$ cat config.mk
export PLATFORM = sky130hd
export DESIGN_NAME = smi_divider
export DESIGN_NICKNAME = d
export VERILOG_FILES = /design/src/rtl/smi_pkg.sv /design/src/rtl/smi_divider.sv
export SDC_FILE = /design/constraint.sdc
export NUM_CORES = 1
export LEC_CHECK = 0
export BUFFER_PORTS_ARGS = -buffer_cell sky130_fd_sc_hd__buf_4
export CAP_MARGIN = 15
export CORE_ASPECT_RATIO = 0.5
export CORE_UTILIZATION = 40
export CTS_CLUSTER_DIAMETER = 150
export DETAILED_ROUTE_END_ITERATION = 16
export PLACE_DENSITY = 0.67
export SYNTH_ARGS = -nofsm -noshare
export SYNTH_HDL_FRONTEND = slang
export SYNTH_SLANG_ARGS = --single-unit
$ cat constraint.sdc
create_clock -name clk -period 3.7 [get_ports clk]
set_clock_uncertainty 0.15 [all_clocks]
set_input_delay 0.74 -clock clk [delete_from_list [all_inputs] [get_ports clk]]
set_output_delay 0.74 -clock clk [all_outputs]
set_load 0.01 [all_outputs]
$ cat src/rtl/smi_pkg.sv
// ----------------------------------------------------------------------------
// smi_pkg - shared types and constants
// Widths and the request word from the sequencer to the determinant unit.
// ----------------------------------------------------------------------------
package smi_pkg;

	localparam int MAX_DIM_DEF   = 4;
	localparam int FRAC_BITS_DEF = 16;
	localparam int IDX_W         = 3;   // sizes and row/column indexes, up to 7
	localparam int ELEM_W        = 32;
	localparam int DET_W         = 64;
	localparam int QUOT_W        = 32;
	localparam int ACC_GUARD     = 12;  // sign plus growth over up to 720 terms

	typedef struct packed {
		logic             start;
		logic             rep_en;   // replace row rep_row by unit vector at rep_col
		logic [IDX_W-1:0] rep_row;
		logic [IDX_W-1:0] rep_col;
		logic [IDX_W-1:0] size;
	} det_req_t;

endpackage

$ cat src/rtl/smi_divider.sv
// ----------------------------------------------------------------------------
// smi_divider - restoring divider for one inverse element
// Computes floor((num << 2*FRAC_BITS) / den) on magnitudes, one quotient bit
// per cycle, and flags a quotient that does not fit 32 bits.
// ----------------------------------------------------------------------------
module smi_divider #(
	parameter int FRAC_BITS = smi_pkg::FRAC_BITS_DEF,
	parameter int ACC_W     = smi_pkg::ELEM_W * smi_pkg::MAX_DIM_DEF + smi_pkg::ACC_GUARD
) (
	input  logic                       clk,
	input  logic                       arst_n,
	input  logic                       start,
	input  logic [ACC_W-1:0]           num_mag,
	input  logic [ACC_W-1:0]           den_mag,
	output logic                       done,
	output logic [smi_pkg::QUOT_W-1:0] quot,
	output logic                       ovf
);

	localparam int QW = smi_pkg::QUOT_W;
	localparam int XW = ACC_W + 2 * FRAC_BITS + QW;
	localparam int CW = $clog2(QW);

	logic [XW-1:0]    num_x, den_x;
	logic [ACC_W:0]   t;
	logic             ge, busy_q, done_q, ovf_q;
	logic [ACC_W-1:0] rem_q;
	logic [QW-1:0]    low_q, quot_q;
	logic [CW-1:0]    cnt_q;

	always_comb begin
		num_x = XW'({num_mag, {(2 * FRAC_BITS){1'b0}}});
		den_x = XW'({den_mag, {QW{1'b0}}});
		t     = {rem_q, low_q[QW-1]};
		ge    = t >= {1'b0, den_mag};
	end

	always_ff @(posedge clk or negedge arst_n) begin
		if (!arst_n) begin
			busy_q <= 1'b0;
			done_q <= 1'b0;
		end else begin
			done_q <= 1'b0;
			if (start) begin
				quot_q <= '0;
				cnt_q  <= '0;
				if (num_x >= den_x) begin
					ovf_q  <= 1'b1;
					done_q <= 1'b1;
				end else begin
					ovf_q  <= 1'b0;
					rem_q  <= num_x[QW +: ACC_W];
					low_q  <= num_x[QW-1:0];
					busy_q <= 1'b1;
				end
			end else if (busy_q) begin
				rem_q  <= ge ? ACC_W'(t - {1'b0, den_mag}) : t[ACC_W-1:0];
				low_q  <= {low_q[QW-2:0], 1'b0};
				quot_q <= {quot_q[QW-2:0], ge};
				cnt_q  <= cnt_q + CW'(1);
				if (cnt_q == CW'(QW - 1)) begin
					busy_q <= 1'b0;
					done_q <= 1'b1;
				end
			end
		end
	end

	assign done = done_q;
	assign quot = quot_q;
	assign ovf  = ovf_q;

endmodule

==> Word level (Yosys, flattened, before mapping) <==
Cells that the tools add are included.
Widths: inputs -> output; s select.
{ "classes": {"add_sub_neg": 2, "order_cmp": 2, "eq_ne": 2, "mux": 17, "reduce_logical": 3} }
{ "ops": {"columns": ["operator", "count"], "rows": [
  ["$mux 140", 4],
  ["$ge 172x172->1", 1],
  ["$ge 141x140->1", 1],
  ["$sub 140x140->140", 1],
  ["$mux 32", 4],
  ["$mux 1", 8],
  ["$add 5x1->5 const B", 1],
  ["$eq 5x5->1 const B", 1],
  ["$mux 5", 1],
  ["$reduce_and 3->1", 1],
  ["$ne 2x2->1 const B", 1],
  ["$reduce_and 2->1", 1],
  ["$reduce_bool 2->1", 1]
]} }
{ "word_totals": {"reg_bits": 212, "inputBits": 283, "output_inout_bits": 34, "elab_cells": 33} }

==> Depth between registers and ports, before layout <==
{ "depth": {"depth_word": 4, "depth_mapped": 16, "mapped_depth_nobuf": 13} }

==> Worst setup path before layout <==
No wires, ideal clock.
{ "synth_timing": {"path_kind": "input to register", "start": "input port den_mag[53]", "end": "register rem_q[0], enable pin", "setup_ns": 0.449, "arrival_time_ns": 4.577, "t_required_ns": 3.101, "path_slack_ns": -1.476, "stages": 13, "path_buffers": 0, "path_cell_list": "inv_1 ha_1 a21o_1 a21o_1 a21o_1 a21o_1 a21o_1 a21o_1 a221o_1 nand3_1 nand3_1 nor3b_1 a31o_2"} }
{ "synth_via": {"elab_chain_len": 3} }
{ "synth_lines": {"columns": ["element", "line", "rtl"], "rows": [
  ["from (decl)", "smi_divider.sv:14", "input logic [ACC_W-1:0] den_mag,"],
  ["$ge 172x172->1", "smi_divider.sv:47", "if (num_x >= den_x) begin"],
  ["$ne 2x2->1 (no line)", null, null],
  ["$reduce_and 3->1 (no line)", null, null],
  ["to (signal assigned)", "smi_divider.sv:52", "rem_q <= num_x[QW +: ACC_W];"],
  ["to (signal assigned)", "smi_divider.sv:57", "rem_q <= ge ? ACC_W'(t - {1'b0, den_mag}) : t[ACC_W-1:0];"],
  ["to (decl)", "smi_divider.sv:27", "logic [ACC_W-1:0] rem_q;"]
]} }
Every way passes these cells.
A chain may end at the register's enable or synchronous reset.

==> Worst setup path after layout <==
{ "layout_timing": {"start": "input port den_mag[139]", "end": "register rem_q[55], enable pin"} }
The elaborated chain is that of the path after synthesis.

==> run_results.csv <==
group,metric,value,unit
placement,pre_cts_ws,-1870,ps
route,drtIter0Drc,2410,
min_path,hold_path_class,"in2async",
worst_setup_path,crit_family,"simple AND/OR/NAND/NOR gates",
floorplan,io_pins,317,
clocking,cts_tree,"done",
worst_setup_path,crit_fanout,7,
floorplan,die-area,57100,µm²
worst_setup_path,critical_path_required,3820,ps
grt,overflow,0,
grt,gr-usage-all-layers,32.8,%
yosys,synth_edf_count,178,
route,viasPerCell,5.68,
clocking,cts_root_buf,"clkbuf_16",
timing,fin_crit,4320,ps
worst_setup_path,r2r_slack,-530,ps
timing,rsz0062_at_grt,"yes",
timing,hold_viol_final,0,
yosys,synth_nets,3404,
yosys,synth_top_cell_area_share,23.8,%
worst_setup_path,cp_cell_sequence,"buf_8, clkinvlp_4, ha_4, nand4_1, nor4_4, nand2_2, or3_4, nor4_4, buf_6, nand4_1, buf_6, or3_4, o2111ai_4, nor3b_2, a31o_4, buf_12, clkbuf_16",
grt,grt_pass1_wl,146,mm
worst_setup_path,crit_slowest_cell,"nor4_4",
worst_setup_path,r2r-end,"rem_q[117]$_DFFE_PP_",
final_layout,final_cell_area,36800,µm²
timing,fmax,231,MHz
floorplan,die_y,169,µm
power,total_power,13.5,mW
floorplan,start_util,41.1,%
placement,place_area,32700,µm²
placement,dp_hpwl,77.4,mm
route,wl_per_cell,21.2,µm
final_layout,area_growth,63.9,%
worst_setup_path,crit_buf_inv,6,
yosys,syn_area,22400,µm²
timing,post-route-period-util,117,%
clocking,htreeDepth,4,
worst_setup_path,startpoint,"den_mag[139]",
job,maxCapViolations,0,
grt,antenna_found_initial,4,
yosys,ys_ff_latch,180,
run_status,outcome,"complete, but fails checks",
floorplan,core-area,54600,µm²
route,drt_pass1_iterations,6,
placement,gp_congestion,0.967,
grt,grt_max_degree,67,
power,p_leak,17.1,nW
yosys,yosys.area.top_type,"edfxtp_1",
yosys,synth-seq-area-share,24.1,%
worst_setup_path,cp-end-kind,"register",
worst_setup_path,r2r-start,"rem_q[21]$_DFFE_PP_",
final_layout,mostFrequentLayoutCells,"1227 x buf_4, 310 x a21oi_1, 240 x ha_1",
power,p_per_area,367,nW/µm²
timing,worst_pin_slew,656,ps
timing,worst_slack,-622,ps
floorplan,die_w,337,µm
floorplan,rows,60,
worst_setup_path,cp-start-kind,"input port",
final_layout,fin_nets,4636,
yosys,ys.warnings.count,0,
clocking,clock-sinks,180,
timing,relSlewSlack,55.8,%
route,wl,102,mm
clocking,cts.path.max_buffers,2,
yosys,async_flop_share,1.11,%
yosys,ys_types,81,
worst_setup_path,max_stage_delay,490,ps
timing,maxSlewViolCount,0,
route,drc,0,
run_status,violations,"setup timing",
route,dr_total_vias,27400,
yosys,ys_top_cells_by_area,"edfxtp_1 24%, ha_1 16%, a21oi_1 8.3%",
worst_setup_path,r2r_cells,17,
power,ir_drop,369,µV
route,antenna_left,0,
clocking,cts.reportedPaths.clkPinSlew,90,ps
worst_setup_path,arrival,4440,ps
yosys,synth_cells,2838,
yosys,synth_area_per_cell,7.90,µm²
final_layout,final_common_cell,"buf_4",
final_layout,final_layout_size_suffix_gt1_share,43.1,%
grt,grt_pass1_vias,26400,
placement,numPortBuffers,316,
yosys,synth_ff_type,"edfxtp_1",
clocking,cts_buffers,17,
worst_setup_path,critical_path_class,"in2reg",
clocking,clock_latency,500,ps
timing,setup_viol,284,
## worst reg2reg max path, delay by kind of cell (launching register included)
kind / cells / cell delay [ps]
AO/OA/AOI/OAI: 7 / 1470
adder cells (fa/ha/maj): 1 / 340
buffers and inverters: 6 / 800
flip-flops: 1 / 490
AND/OR/NAND/NOR: 3 / 740
## worst max-delay path by stage
stage                               end  cells after the start
detailed placement   rem_q[3]$_DFFE_PP_                     16
floorplan            rem_q[0]$_DFFE_PP_                     13
finish              rem_q[55]$_DFFE_PP_                     17
global placement     rem_q[3]$_DFFE_PP_                     16
global route        rem_q[54]$_DFFE_PP_                     17
CTS                 rem_q[13]$_DFFE_PP_                     18
## logic make-up (layout without fill, tap and decap cells)
logic type,count (synthesis),in the layout,synth area share [%]
other,0,2,0
buffers and inverters,330,1575,6.00
XOR/XNOR,124,124,4.84
adder cells (fa/ha/maj),283,283,15.8
flip-flops,180,180,24.1
AND/OR/NAND/NOR,848,848,17.8
AO/OA/AOI/OAI,972,972,26.7
multiplexers,101,101,4.87
## layout make-up
cell class,instances,area [µm²]
multi-input combinational,2328,17700
sequential,180,5400
clock inverter,15,226
antenna,2,5.00
timing repair buffer,1353,11400
fill,4417,17800
tap,744,931
inverter,190,764
clock buffer,17,425
## metal layers
metal,global-route usage [%],vias up,part of all wire [%]
met5,0,-,0.013
met4,6.90,2,1.9
met3,5.32,141,8.1
met2,53.7,981,46
met1,45.3,13300,45
li1,-,13000,-
## through the flow
step	std cells	hold slack, ps	setup TNS (ps)	util (%)
final	4829	191	-132850	67.4
after CTS	4752	188	-95330	62.8
after global placement	4690	431	-392970	59.9
after floorplan	2838	294	-62480	-
after global routing	4829	193	-141120	67.4
after detailed placement	4690	447	-393560	59.9
## report_power, final
group          internal [mW]  switching, mW  total, mW
Combinational           4.27           4.27       8.53
Clock                  0.962           1.20       2.16
Sequential              2.60          0.200       2.80
## registers in the layout, summed over array words and instances, names as in the netlist
register	cells
busy_q	1
quot	32
rem_q	140
done	1
ovf	1
cnt_q	5
## cells in the mapped netlist, types with 21 or more instances
library cell  number
a21oi_1          371
ha_1             282
nor2_1           266
nand2_1          251
inv_1            190
o21ai_0          179
edfxtp_1         178
nand4_1          115
a21o_1           107
xnor2_1           82
buf_2             67
mux2_2            65
clkbuf_1          60
nor3_1            57
o21a_1            56
xor2_1            42
o21bai_1          38
mux2i_1           36
a31oi_1           34
nand3_1           30
o21ai_1           27
a211oi_1          21
## repair_timing
item | 4_1_cts | 5_1_grt
setup buffers | 22 | 61
setup endpoints to repair | 284 | 284
pin swaps | 15 | 49
hold endpoints to repair | 0 | 0
gates cloned | 10 | 23
resized for setup | 115 | 385
hold buffers | 0 | 0
Note: power is estimated with default switching activity, not from simulation.
