<file path="config.mk">
export PLATFORM = sky130hd
export DESIGN_NAME = smi_det_unit
export DESIGN_NICKNAME = d
export VERILOG_FILES = /design/src/rtl/smi_pkg.sv /design/src/rtl/smi_det_unit.sv
export SDC_FILE = /design/constraint.sdc
export NUM_CORES = 2
export LEC_CHECK = 0
export BUFFER_PORTS_ARGS = -buffer_cell sky130_fd_sc_hd__buf_2
export CAP_MARGIN = 20
export CORE_MARGIN = 3
export CORE_UTILIZATION = 60
export DETAILED_ROUTE_END_ITERATION = 10
export GPL_ROUTABILITY_DRIVEN = 0
export PLACE_DENSITY = 0.8
export RECOVER_POWER = 50
export SLEW_MARGIN = 20
export SYNTH_ARGS = -nofsm -noshare
export SYNTH_HDL_FRONTEND = slang
export SYNTH_SLANG_ARGS = --single-unit
</file>
<file path="constraint.sdc">
create_clock -name clk -period 8.5 [get_ports clk]
set_input_delay 1.7 -clock clk [delete_from_list [all_inputs] [get_ports clk]]
set_output_delay 1.7 -clock clk [all_outputs]
set_load 0.02 [all_outputs]
</file>
<file path="src/rtl/smi_pkg.sv">
// ----------------------------------------------------------------------------
// smi_pkg - shared types and constants
// Widths and the request word from the sequencer to the determinant unit.
// ----------------------------------------------------------------------------
package smi_pkg;

	localparam int MAX_DIM_DEF   = 4;
	localparam int FRAC_BITS_DEF = 16;
	localparam int IDX_W         = 3;   // sizes and row/column indexes, up to 7
	localparam int ELEM_W        = 32;
	localparam int DET_W         = 64;
	localparam int QUOT_W        = 32;
	localparam int ACC_GUARD     = 12;  // sign plus growth over up to 720 terms

	typedef struct packed {
		logic             start;
		logic             rep_en;   // replace row rep_row by unit vector at rep_col
		logic [IDX_W-1:0] rep_row;
		logic [IDX_W-1:0] rep_col;
		logic [IDX_W-1:0] size;
	} det_req_t;

endpackage

</file>
<file path="src/rtl/smi_det_unit.sv">
// ----------------------------------------------------------------------------
// smi_det_unit - exact determinant by permutation sum
// Walks all index tuples, and for each permutation multiplies its elements
// limb by limb on one 32x32 multiplier, then adds the signed product.
// ----------------------------------------------------------------------------
module smi_det_unit #(
	parameter int MAX_DIM = smi_pkg::MAX_DIM_DEF,
	parameter int ACC_W   = smi_pkg::ELEM_W * MAX_DIM + smi_pkg::ACC_GUARD,
	parameter int ADDR_W  = $clog2(MAX_DIM * MAX_DIM)
) (
	input  logic                    clk,
	input  logic                    arst_n,
	input  smi_pkg::det_req_t       req,
	output logic [ADDR_W-1:0]       rd_addr,
	input  logic [31:0]             rd_data,
	output logic                    done,
	output logic signed [ACC_W-1:0] det
);

	localparam int PROD_W = smi_pkg::ELEM_W * MAX_DIM;
	localparam int LIMB_W = $clog2(MAX_DIM);
	localparam int IW     = smi_pkg::IDX_W;
	localparam int AF_W   = 2 * IW + 1;

	typedef enum logic [2:0] {S_IDLE, S_TUPLE, S_FETCH, S_MUL, S_ACC} state_t;

	state_t                  state_q;
	logic [IW-1:0]           p_q [MAX_DIM];
	logic [IW-1:0]           p_nx [MAX_DIM];
	logic [IW-1:0]           k_q, n_q, rep_row_q, rep_col_q, pk;
	logic                    rep_en_q, sgn_q, done_q;
	logic [LIMB_W-1:0]       limb_q;
	logic [PROD_W-1:0]       prod_q;
	logic [31:0]             carry_q, emag;
	logic                    eneg, is_perm, parity, wrap, cy;
	logic signed [ACC_W-1:0] acc_q, term;
	logic [63:0]             mp;
	logic [AF_W-1:0]         addr_full;

	always_comb begin
		is_perm = 1'b1;
		parity  = 1'b0;
		for (int i = 0; i < MAX_DIM; i++) begin
			for (int j = i + 1; j < MAX_DIM; j++) begin
				if (IW'(j) < n_q) begin
					if (p_q[i] == p_q[j]) is_perm = 1'b0;
					if (p_q[i] > p_q[j]) parity = ~parity;
				end
			end
		end
	end

	always_comb begin
		cy = 1'b1;
		for (int i = 0; i < MAX_DIM; i++) begin
			p_nx[i] = p_q[i];
			if (IW'(i) < n_q && cy) begin
				if (p_q[i] == n_q - IW'(1)) begin
					p_nx[i] = '0;
				end else begin
					p_nx[i] = p_q[i] + IW'(1);
					cy      = 1'b0;
				end
			end
		end
		wrap = cy;
	end

	always_comb begin
		pk = '0;
		for (int i = 0; i < MAX_DIM; i++) begin
			if (k_q == IW'(i)) pk = p_q[i];
		end
		addr_full = AF_W'(k_q) * AF_W'(n_q) + AF_W'(pk);
		rd_addr   = addr_full[ADDR_W-1:0];
		if (rep_en_q && k_q == rep_row_q) begin
			eneg = 1'b0;
			emag = (pk == rep_col_q) ? 32'd1 : 32'd0;
		end else begin
			eneg = rd_data[31];
			emag = eneg ? (32'd0 - rd_data) : rd_data;
		end
		mp   = 64'(prod_q[31:0]) * 64'(emag) + 64'(carry_q);
		term = sgn_q ? -$signed(ACC_W'(prod_q)) : $signed(ACC_W'(prod_q));
	end

	always_ff @(posedge clk or negedge arst_n) begin
		if (!arst_n) begin
			state_q <= S_IDLE;
			done_q  <= 1'b0;
			acc_q   <= '0;
		end else begin
			done_q <= 1'b0;
			unique case (state_q)
				S_IDLE: begin
					if (req.start) begin
						n_q       <= req.size;
						rep_en_q  <= req.rep_en;
						rep_row_q <= req.rep_row;
						rep_col_q <= req.rep_col;
						for (int i = 0; i < MAX_DIM; i++) p_q[i] <= '0;
						acc_q   <= '0;
						state_q <= S_TUPLE;
					end
				end
				S_TUPLE: begin
					if (is_perm) begin
						prod_q  <= PROD_W'(1);
						k_q     <= '0;
						sgn_q   <= parity;
						state_q <= S_FETCH;
					end else if (wrap) begin
						done_q  <= 1'b1;
						state_q <= S_IDLE;
					end else begin
						p_q <= p_nx;
					end
				end
				S_FETCH: begin
					limb_q  <= '0;
					carry_q <= '0;
					state_q <= S_MUL;
				end
				S_MUL: begin
					prod_q  <= {mp[31:0], prod_q[PROD_W-1:32]};
					carry_q <= mp[63:32];
					limb_q  <= limb_q + LIMB_W'(1);
					if (limb_q == LIMB_W'(MAX_DIM - 1)) begin
						sgn_q <= sgn_q ^ eneg;
						if (k_q == n_q - IW'(1)) begin
							state_q <= S_ACC;
						end else begin
							k_q     <= k_q + IW'(1);
							state_q <= S_FETCH;
						end
					end
				end
				S_ACC: begin
					acc_q <= acc_q + term;
					if (wrap) begin
						done_q  <= 1'b1;
						state_q <= S_IDLE;
					end else begin
						p_q     <= p_nx;
						state_q <= S_TUPLE;
					end
				end
				default: state_q <= S_IDLE;
			endcase
		end
	end

	assign done = done_q;
	assign det  = acc_q;

endmodule

</file>
### Yosys cells after proc, flatten, opt, wreduce, memory -nomap -nowiden

Cells that the tools add are included.

* mux-type cells: 76
* equal/unequal tests: 27
* add/subtract/negate cells: 12
* order comparisons: 10
* $mul: 2
* bitwise gates (word level): 6
* reduce and logical (&&, ||, !) cells: 18

Operators with widths (count)
* two-way mux 140 bit: 2
* one-hot mux 140 bit (2 select lines): 1
* one-hot mux 128 bit (2 select lines): 1
* adder 140 bit: 1
* negation 128 -> 140 bit: 1
* two-way mux 128 bit: 1
* adder 64 x 32 -> 64 bit: 1
* multiplier 32 x 32 -> 64 bit: 1
* two-way mux 32 bit: 2
* one-hot mux 32 bit (2 select lines): 1
* two-way mux 3 bit: 20
* == test 3 bit: 13
* two-way mux 1 bit: 39
* two-way mux 12 bit: 3
* one-hot mux 12 bit (3 select lines): 1
* subtractor 1 x 32 -> 32 bit (first input constant): 1
* > comparator 3 bit: 6
* adder 3 x 1 -> 3 bit (second input constant): 5
* one-hot mux 3 bit (5 select lines): 1
* == test 3 x 2 -> 1 bit (second input constant): 4
* != test 2 bit (second input constant): 5
* AND reduction 3 bit: 3
* AND reduction 4 bit: 2
* == test 3 x 1 -> 1 bit (second input constant): 2
* other kinds (20): 34

* logic and storage cells: 167
* register bits after elaboration: 332
* input bits: 45

### Longest topological paths before layout

* word-level depth: 20
* mapped depth: 40

### Worst setup path after synthesis

OpenSTA, ideal clock, no wires.

* kind: input to register
* from: input port rd_data[4]
* to: register carry_q[28] (data pin)
* data arrival time: 11.315 ns
* path slack: -3.081 ns
* required time: 8.234 ns
* cell stages on the path: 37
* cells stage by stage: or4_1 -> nor4_1 -> or3b_2 -> or3_1 -> or4_1 -> nand2_1 -> xor2_1 -> nor2_1 -> clkbuf_1 -> and2_1 -> fa_1 -> inv_1 -> fa_1 -> inv_1 -> fa_1 -> inv_1 -> fa_1 -> inv_1 -> fa_1 -> fa_1 -> fa_1 -> inv_1 -> fa_1 -> inv_1 -> ha_1 -> a21o_1 -> a21o_1 -> a21oi_1 -> nand2_1 -> a2111oi_0 -> o221ai_1 -> nand2_1 -> o21ai_0 -> a2111oi_0 -> a21oi_1 -> xnor2_1 -> nor2_1

* word-level cells in the longest chain between the ends: 6

Ends and longest elaborated chain
* from (decl): RTL line smi_det_unit.sv:15 `input logic [31:0] rd_data,`
* subtractor 1 x 32 -> 32 bit: RTL line smi_det_unit.sv:81 `emag = eneg ? (32'd0 - rd_data) : rd_data;`
* two-way mux 32 bit *: RTL line smi_det_unit.sv:81
* two-way mux 32 bit *: RTL line smi_det_unit.sv:76 `if (rep_en_q && k_q == rep_row_q) begin`
* multiplier 32 x 32 -> 64 bit *: RTL line smi_det_unit.sv:83 `mp = 64'(prod_q[31:0]) * 64'(emag) + 64'(carry_q);`
* adder 64 x 32 -> 64 bit *: RTL line smi_det_unit.sv:83
* one-hot mux 32 bit (2 select lines) *: RTL line smi_det_unit.sv:94 `unique case (state_q)`
* to (signal assigned): RTL line smi_det_unit.sv:126 `carry_q <= mp[63:32];`
* to (decl): RTL line smi_det_unit.sv:34 `logic [31:0] carry_q, emag;`

Every way passes the cells marked *; elsewhere a longest branch is shown, timed or not.
A chain may end at the register's enable or synchronous reset.

### Worst setup path after layout

* from: input port rd_data[4]
* to: register carry_q[10] (data pin)

The elaborated chain is that of the path after synthesis.

==> impl_metrics.py <==
metrics = {
    "routing": {
        "dr_wl_met3_um": 25500,
        "drc_errors": 0,
        "vias_per_cell": 6.19,
        "wl_per_cell_um": 22.6,
        "dr_wl_met2_um": 87200,
        "final_antenna_net_count": 0,
        "routed.top_layer": "met5",
        "firstDrtPassIters": 8,
        "drt_iter0_drc": 6717,
        "vias": 54100,
        "wirelength_met1_um": 69800,
        "totalWireLength_um": 198000,
    },
    "critical_path": {
        "crit_required_ps": 8810,
        "crit_path_start_kind": "input pin",
        "worst_path_max_delay_cell": "fa_1",
        "crit_family": "adder cells",
        "slowest_delay_ps": 650,
        "crit_type": "input pin to flip-flop",
        "path_max_fanout": 3,
        "cp_num_buf_inv": 10,
        "end_kind": "flip-flop",
        "crit_path_frequent_cell": "fa_1",
        "cp.arrival_ps": 11660,
    },
    "cts": {
        "htree_num_levels": 2,
        "cts_root_buf": "clkbuf_16",
        "path_clk_slew_ps": 60,
        "cts.path.max_buffers": 3,
        "cts_tree": "built",
        "numCtsBuffers": 41,
        "cts_sinks": 332,
        "hold_buffers": 0,
        "clk_latency_ps": 620,
    },
    "sta": {
        "hold_slack_ps": 520,
        "finalCritPeriodShare_pct": 133,
        "drv_slew": 187,
        "max_freq_ghz": 0.0881,
        "timing.final.ws_setup_ps": -2850,
        "worstMarginPinSlew_ps": 3000,
        "worst_clock_skew_ps": 55.6,
        "timing.final.crit_period_ps": 11350,
        "rsz0062_at_grt": "true",
        "setup_viol": 49,
        "setup_tns_ps": -99500,
        "finalHoldViolCount": 0,
        "max_slew_margin_pct": -99.7,
    },
    "finish": {
        "finalNonFillerCells": 8745,
        "nets": 8842,
        "layout_common_cells": "inv_1 (1096), fa_1 (913), nand2_1 (906)",
        "drive_above_1_share_pct": 14.8,
        "mostFrequentLayoutCell": "inv_1",
        "syn_to_final_growth_pct": 14.7,
    },
    "grt": {
        "grt_use_total_pct": 36.8,
        "antenna_found_initial": 4,
        "grt_pass1_vias": 54600,
        "grt_pass1_wl_um": 300000,
        "grt_max_degree": 114,
        "grt_overflow": 0,
    },
    "logic_synthesis": {
        "ys.flop_type": "edfxtp_1",
        "yosysWarnings": 0,
        "ys_seq_area_share_pct": 15.3,
        "syn_inst": 6987,
        "synth_area_per_cell_um2": 8.65,
        "ys_types": 79,
        "synth_edf_count": 188,
        "synthesis.nets": 8403,
        "syn_area_um2": 60400,
        "async_reset_ff_share_pct": 43.4,
        "ys_ff_latch": 332,
    },
    "floorplanning": {
        "start_util_pct": 61.0,
        "dieArea_um2": 105000,
        "die_x_um": 323,
        "boundaryPins": 190,
        "chipHeight_um": 323,
        "rows": 115,
        "core_um2": 99100,
    },
    "run": {
        "maxCapViolCount": 4,
    },
    "placement": {
        "hpwl_um": 155000,
        "placed_cells": 8618,
        "port_buffers": 189,
    },
    "worst_hold_path": {
        "min_path_type": "flip-flop to flip-flop",
    },
    "outcome": {
        "violations": "max-capacitance violations, max-slew violations, negative setup slack",
        "status": "finished with violations",
    },
}
-- worst register-to-register path, delay by kind of cell (launching register included) --
kind	cells	cell delay, ps
fa+ha+maj	10	4850
compound gates	14	2720
simple gates	6	850
buf+inv	8	640
flops	1	410
xor+xnor	1	140
-- sequential cells by signal, summed over array words and instances (netlist names) --
signal and flops:
p_q 12, rep_row_q 3, state_q 3, k_q 3
rep_col_q 3, det 140, n_q 3, prod_q 128
limb_q 2, sgn_q 1, rep_en_q 1, done 1
carry_q 32
-- stage by stage --
stage / setup WS (ps) / utilization [%] / cell area [um2]
floorplan: -2300 / - / 60800
global placement: -2950 / 66.8 / 66200
detailed placement: -3370 / 66.8 / 66200
CTS: -2350 / 68.9 / 68300
global route: -2910 / 69.9 / 69300
finish: -2850 / 69.9 / 69300
-- what timing repair did --
action	4_1_cts	5_1_grt
resized for setup	112	206
pin swaps	36	88
gates cloned	1	4
setup endpoints to repair	49	51
setup buffers	27	33
-- final cells by class --
cell class	count	area (um2)
Antenna cell	2	5.00
Clock buffer	45	1080
Clock inverter	28	277
Fill cell	7069	29800
Inverter	1130	4240
Multi-Input combinational cell	5113	47000
Sequential cell	332	9250
Tap cell	1287	1610
Timing Repair Buffer	808	5900
-- kinds of logic (layout without fill, tap and decap cells) --
logic type | after synthesis | in the layout | share of synthesized area [%]
simple gates | 2206 | 2207 | 17.8
buf+inv | 1543 | 2011 | 9.60
fa+ha+maj | 1371 | 1371 | 40.0
compound gates | 1155 | 1155 | 11.8
xor+xnor | 376 | 376 | 5.45
flops | 332 | 332 | 15.3
mux | 4 | 4 | 0.0662
other cells | 0 | 2 | 0
-- cells in the mapped netlist, types with 115 or more instances --
cell | n | share of area (%)
inv_1 | 1128 | 7.0
fa_1 | 932 | 31
nand2_1 | 929 | 5.8
and2_1 | 453 | 4.7
ha_1 | 439 | 9.1
clkbuf_1 | 394 | 2.4
o21ai_0 | 345 | 2.9
a21oi_1 | 322 | 2.7
nor2_1 | 284 | 1.8
xnor2_1 | 263 | 3.8
edfxtp_1 | 188 | 9.3
dfrtp_1 | 144 | 6.0
a21o_1 | 126 | 1.6
and3_1 | 115 | 1.2
-- metal layers --
metal | vias to the layer above | global-route usage [%]
li1 | 23300 | -
met1 | 26200 | 46.4
met3 | 972 | 10.2
met4 | 8 | 21.5
met5 | - | 1.22
met2 | 3700 | 56.8
-- final timing paths --
path | start | end | slack (ps) | depth (start not counted)
min in group asynchronous | arst_n | state_q[0]$_DFFE_PN0P_ | 1910 | 1
max reg2reg | k_q[0]$_SDFFCE_PP0P_ | carry_q[24]$_SDFFCE_PP0P_ | -1390 | 39
max in group asynchronous | arst_n | det[1]$_DFFE_PN0P_ | 2710 | 2
min reg2reg | det[135]$_DFFE_PN0P_ | det[135]$_DFFE_PN0P_ | 520 | 2
max | rd_data[4] | carry_q[10]$_SDFFCE_PP0P_ | -2850 | 37
min | det[135]$_DFFE_PN0P_ | det[135]$_DFFE_PN0P_ | 520 | 2
Power is not shown: default switching activity piles up to over one toggle a cycle in this logic, so the estimate is an artifact.
